File: src/sv/twns_pkg.sv
// Shared types, widths and codes for the temporal weighted neighbor sampler.
// No dependencies; used by every other file of the block but the RAM and the macro header.
package twns_pkg;

   // List depth
   localparam int MAX_NEIGHBORS = 64;

   // Field widths
   localparam int KIND_W  = 2;
   localparam int NODE_W  = 20;
   localparam int STAMP_W = 31;
   localparam int DRAW_W  = 37;

   // Index and count widths
   localparam int IDX_W = (MAX_NEIGHBORS > 1) ? $clog2(MAX_NEIGHBORS) : 1;
   localparam int CNT_W = $clog2(MAX_NEIGHBORS + 1);

   // Running weight sum, search target and entry widths
   localparam int CUM_W   = STAMP_W + IDX_W;
   localparam int TGT_W   = ((DRAW_W > CUM_W) ? DRAW_W : CUM_W) + 1;
   localparam int ENTRY_W = CUM_W + NODE_W + STAMP_W;

   // Request kinds
   typedef logic [KIND_W-1:0] kind_type;
   localparam kind_type KIND_APPEND = 2'd0;
   localparam kind_type KIND_CLEAR  = 2'd1;
   localparam kind_type KIND_QUERY  = 2'd2;

   // One stored list entry; cum is the inclusive running sum of stamps
   typedef struct packed {
      logic [CUM_W-1:0]   cum;
      logic [NODE_W-1:0]  node;
      logic [STAMP_W-1:0] stamp;
   } entry_type;

   // Controller to datapath commands
   typedef struct packed {
      logic append;
      logic clear;
      logic load_query;
      logic rd_mid1;
      logic step1;
      logic rd_start;
      logic set_target;
      logic rd_mid2;
      logic step2;
      logic rd_pick;
      logic load_hit;
      logic load_miss;
   } dp_cmd_type;

   // Datapath to controller status
   typedef struct packed {
      logic search_open;
      logic start_ok;
      logic out_free;
   } dp_status_type;

endpackage

File: src/sv/twns_ctrl.sv
// Controller: sequences the start search, target setup, pick search and result load.
// Depends on twns_pkg.
module twns_ctrl (
   input  logic                          clock,
   input  logic                          reset,
   input  logic                          req_valid,
   input  logic [twns_pkg::KIND_W-1:0]   req_kind,
   output logic                          req_ready,
   input  twns_pkg::dp_status_type       status,
   output twns_pkg::dp_cmd_type          cmd
);

   typedef enum logic [3:0] {
      ST_IDLE,
      ST_S1_CHECK,
      ST_S1_CMP,
      ST_S1_DONE,
      ST_S2_BASE,
      ST_S2_CHECK,
      ST_S2_CMP,
      ST_OUT_HIT,
      ST_OUT_MISS
   } state_type;

   state_type state_ff, state_in;

   assign req_ready = (state_ff == ST_IDLE);

   // Next state and command decode
   always_comb begin
      state_in = state_ff;
      cmd      = '0;
      unique case (state_ff)
         ST_IDLE: begin
            if (req_valid) begin
               unique case (req_kind)
                  twns_pkg::KIND_APPEND: cmd.append = 1'b1;
                  twns_pkg::KIND_CLEAR:  cmd.clear  = 1'b1;
                  twns_pkg::KIND_QUERY: begin
                     cmd.load_query = 1'b1;
                     state_in       = ST_S1_CHECK;
                  end
                  default: ;
               endcase
            end
         end
         ST_S1_CHECK: begin
            if (status.search_open) begin
               cmd.rd_mid1 = 1'b1;
               state_in    = ST_S1_CMP;
            end else begin
               state_in = ST_S1_DONE;
            end
         end
         ST_S1_CMP: begin
            cmd.step1 = 1'b1;
            state_in  = ST_S1_CHECK;
         end
         ST_S1_DONE: begin
            if (status.start_ok) begin
               cmd.rd_start = 1'b1;
               state_in     = ST_S2_BASE;
            end else begin
               state_in = ST_OUT_MISS;
            end
         end
         ST_S2_BASE: begin
            cmd.set_target = 1'b1;
            state_in       = ST_S2_CHECK;
         end
         ST_S2_CHECK: begin
            if (status.search_open) begin
               cmd.rd_mid2 = 1'b1;
               state_in    = ST_S2_CMP;
            end else begin
               cmd.rd_pick = 1'b1;
               state_in    = ST_OUT_HIT;
            end
         end
         ST_S2_CMP: begin
            cmd.step2 = 1'b1;
            state_in  = ST_S2_CHECK;
         end
         ST_OUT_HIT: begin
            if (status.out_free) begin
               cmd.load_hit = 1'b1;
               state_in     = ST_IDLE;
            end
         end
         ST_OUT_MISS: begin
            if (status.out_free) begin
               cmd.load_miss = 1'b1;
               state_in      = ST_IDLE;
            end
         end
         default: state_in = ST_IDLE;
      endcase
   end

   // State register
   always_ff @(posedge clock) begin
      if (reset) begin
         state_ff <= ST_IDLE;
      end else begin
         state_ff <= state_in;
      end
   end

endmodule

File: config.mk
export PLATFORM = sky130hd
export DESIGN_NAME = twns_ctrl
export DESIGN_NICKNAME = d
export VERILOG_FILES = /design/src/sv/twns_pkg.sv /design/src/sv/twns_ctrl.sv
export SDC_FILE = /design/constraint.sdc
export NUM_CORES = 1
export LEC_CHECK = 0
export ABC_AREA = 1
export BUFFER_PORTS_ARGS = -buffer_cell sky130_fd_sc_hd__buf_2
export CAP_MARGIN = 40
export CORE_AREA = 5 5 42 44
export DETAILED_ROUTE_END_ITERATION = 8
export DIE_AREA = 0 0 47 49
export HOLD_SLACK_MARGIN = 0.05
export RECOVER_POWER = 50
export SLEW_MARGIN = 0
export SYNTH_ARGS = -nofsm -noshare
export SYNTH_HDL_FRONTEND = slang
export SYNTH_SLANG_ARGS = --single-unit
File: constraint.sdc
create_clock -name clock -period 1.2 [get_ports clock]
set_input_delay 0.24 -clock clock [delete_from_list [all_inputs] [get_ports clock]]
set_output_delay 0.24 -clock clock [all_outputs]
set_load 0.01 [all_outputs]
==> impl_metrics.tcl <==
set metrics [dict create \
    status "complete, but fails checks" \
    violations "setup timing" \
    drc 0 \
    r2r-start "state_ff[3]$_SDFFE_PP0P_" \
    power_leakage_nw 0.388 \
    setup_ws_ps -231 \
    grt_max_degree 5 \
    wire_per_inst_um 9.33 \
    synth_cell_types 15 \
    drt_iter0_drc 8 \
    max_freq_mhz 699 \
    vias 503 \
    grt-ovfl-total 0 \
    synth_largest_area_cell "dfxtp_1" \
    fin_crit_ps 1430 \
    synth_fp_nets 76 \
    cts_max_level 1 \
    cts.sinks 4 \
    drive_above_1_share_pct 59.6 \
    holdWs_ps 275 \
    fill_cells 158 \
    syn_area_um2 380 \
    ios 21 \
    root_buffer "clkbuf_4" \
    dieArea_um2 2300 \
    row_count 14 \
    hold_path_startpoint "reset" \
    slew_viol_final 0 \
    largest_register_ffs 4 \
    netlist.area_leader.share_pct 21.1 \
    rsz0062_at_grt "true" \
    finalSetupViolations 17 \
    reg_top3 "state_ff (4)" \
    multi_input_area_um2 299 \
    postSynthRegisterBits 4 \
    grt_pass1_wl_mm 1.76 \
    powerDensity_nw_per_um2 2480 \
    first_global_vias 470 \
    path_clk_slew_ps 40 \
    nets 109 \
    regMostFlops "state_ff" \
    crit_start "state_ff[3]$_SDFFE_PP0P_" \
    place_area_um2 558 \
    antenna_found_initial 0 \
    worst_pin_slew_ps 232 \
    mostFrequentLayoutCell "buf_2" \
    clockBufferDepth 2 \
    gp_congestion 0.767 \
    cts_buffers 3 \
    regArea_um2 90.1 \
    core_um2 1400 \
    synth.avg_cell_area_um2 5.59 \
    dp_hpwl_um 873 \
    peakVddDrop_mv 1.09 \
    antenna_left 0 \
    cp_max_fo 3 \
    syn_to_final_growth_pct 79.9 \
    grt_util_all_layers_pct 10.3 \
    die_y_um 49 \
    cp-start-kind "flop" \
    finalInstanceArea_um2 684 \
    clock_latency_ps 230 \
    synth_edf_count 0 \
    initial_core_util_pct 27.1 \
    port_buffers 20 \
    fin_crit_sh_pct 119 \
    yosys_warnings 0 \
    synth_area_leaders "dfxtp_1 (21%), nor2_1 (15%), nand2_1 (13%)" \
    relSlewSlack_pct 84.4 \
    routed_wl_mm 1.07 \
    die_width_um 47 \
    worstSetupPathType "flop to output port" \
    via_per_inst 4.37 \
    hold_viol 0 \
    final.setup_skew_ps 1.27 \
    seq_area_frac_synth_pct 21.1 \
    required_ps 960 \
    diodes 0 \
    final_cell_mix "buf_2 (19), inv_1 (11), nor2_1 (11), nand2_1 (9)" \
    cp-end-kind "output port" \
    hold_buffers 0 \
    dr.pass1.iters 4 \
    syn_inst 68 \
    maxCapViolCount 0 \
    cts_tree "yes" \
    ys.flop_type "dfxtp_1" \
    hold_path_class "input pin to flop" \
    arrival_ps 1190 \
    async_reset_ff_share_pct 0 \
]
-- power breakdown --
part | internal [mW] | switching (mW)
Clock | 0.112 | 0.0534
Sequential | 0.201 | 0.0545
Combinational | 0.627 | 0.648
-- cell type report --
| cell class | count | area share, % |
|---|---|---|
| clock buffer | 3 | 3.29 |
| timing repair buffer | 28 | 27.2 |
| sequential | 4 | 13.2 |
| multi-input combinational | 47 | 43.7 |
| tap | 16 | 2.93 |
| inverter | 17 | 9.69 |
-- Yosys cell counts (2+ instances only) --
master    n
nor2_1   15
nand2_1  13
inv_1    12
inv_2     5
dfxtp_1   4
nand3_1   4
nor4_1    3
nand2_2   2
nor2_2    2
nor3_1    2
o21ai_0   2
-- worst max-delay path: stages (launching register included) --
cell and delay [ps]:
dfxtp_2 320, nor2_4 130, inv_4 60, nor2_8 100, inv_2 50, nor4_2 120
buf_2 170
-- through the flow --
step           util [%]  setup WS (ps)  instances  power (mW)  setup TNS, ps
6_report           48.8           -231        115        1.70          -2600
5_1_grt            48.8           -336        115        1.85          -4210
4_1_cts            44.3           -272        113        1.42          -2260
3_5_place_dp       39.8          -32.1        110        1.14          -56.1
3_3_place_gp       39.8          -2.41        110        1.13          -2.41
2_1_floorplan         -          -9.24         68       0.823          -18.5
-- metal layers --
| metal | vias up | share of wire [%] | GRT usage [%] |
|---|---|---|---|
| li1 | 270 | - | - |
| met1 | 221 | 42 | 11.6 |
| met4 | 0 | 0.75 | 6.91 |
| met3 | 2 | 5.3 | 2.21 |
| met2 | 10 | 52 | 16.3 |
| met5 | - | 0 | 0 |
-- cell families after synthesis --
kind of cell | share of synthesized area [%]
buf+inv | 16.8
flops | 21.1
compound gates | 4.28
simple gates | 57.9
-- worst paths after layout --
| check | to | slack [ps] | cells past startpoint |
|---|---|---|---|
| worst min-delay path | state_ff[3]$_SDFFE_PP0P_ | 280 | 4 |
| worst min register to register | state_ff[0]$_SDFFE_PP0P_ | 700 | 4 |
| worst max-delay path | cmd[11] | -230 | 6 |
| worst max register to register | state_ff[0]$_SDFFE_PP0P_ | -110 | 11 |
-- repair_timing --
| item | in CTS | in global routing |
|---|---|---|
| pin swaps | 0 | 1 |
| buffers inserted | 0 | 2 |
| resized for setup | 14 | 11 |
| endpoints found under the hold margin | 0 | 0 |
| setup endpoints to repair | 14 | 16 |
Power figures use the tool's default switching activity.
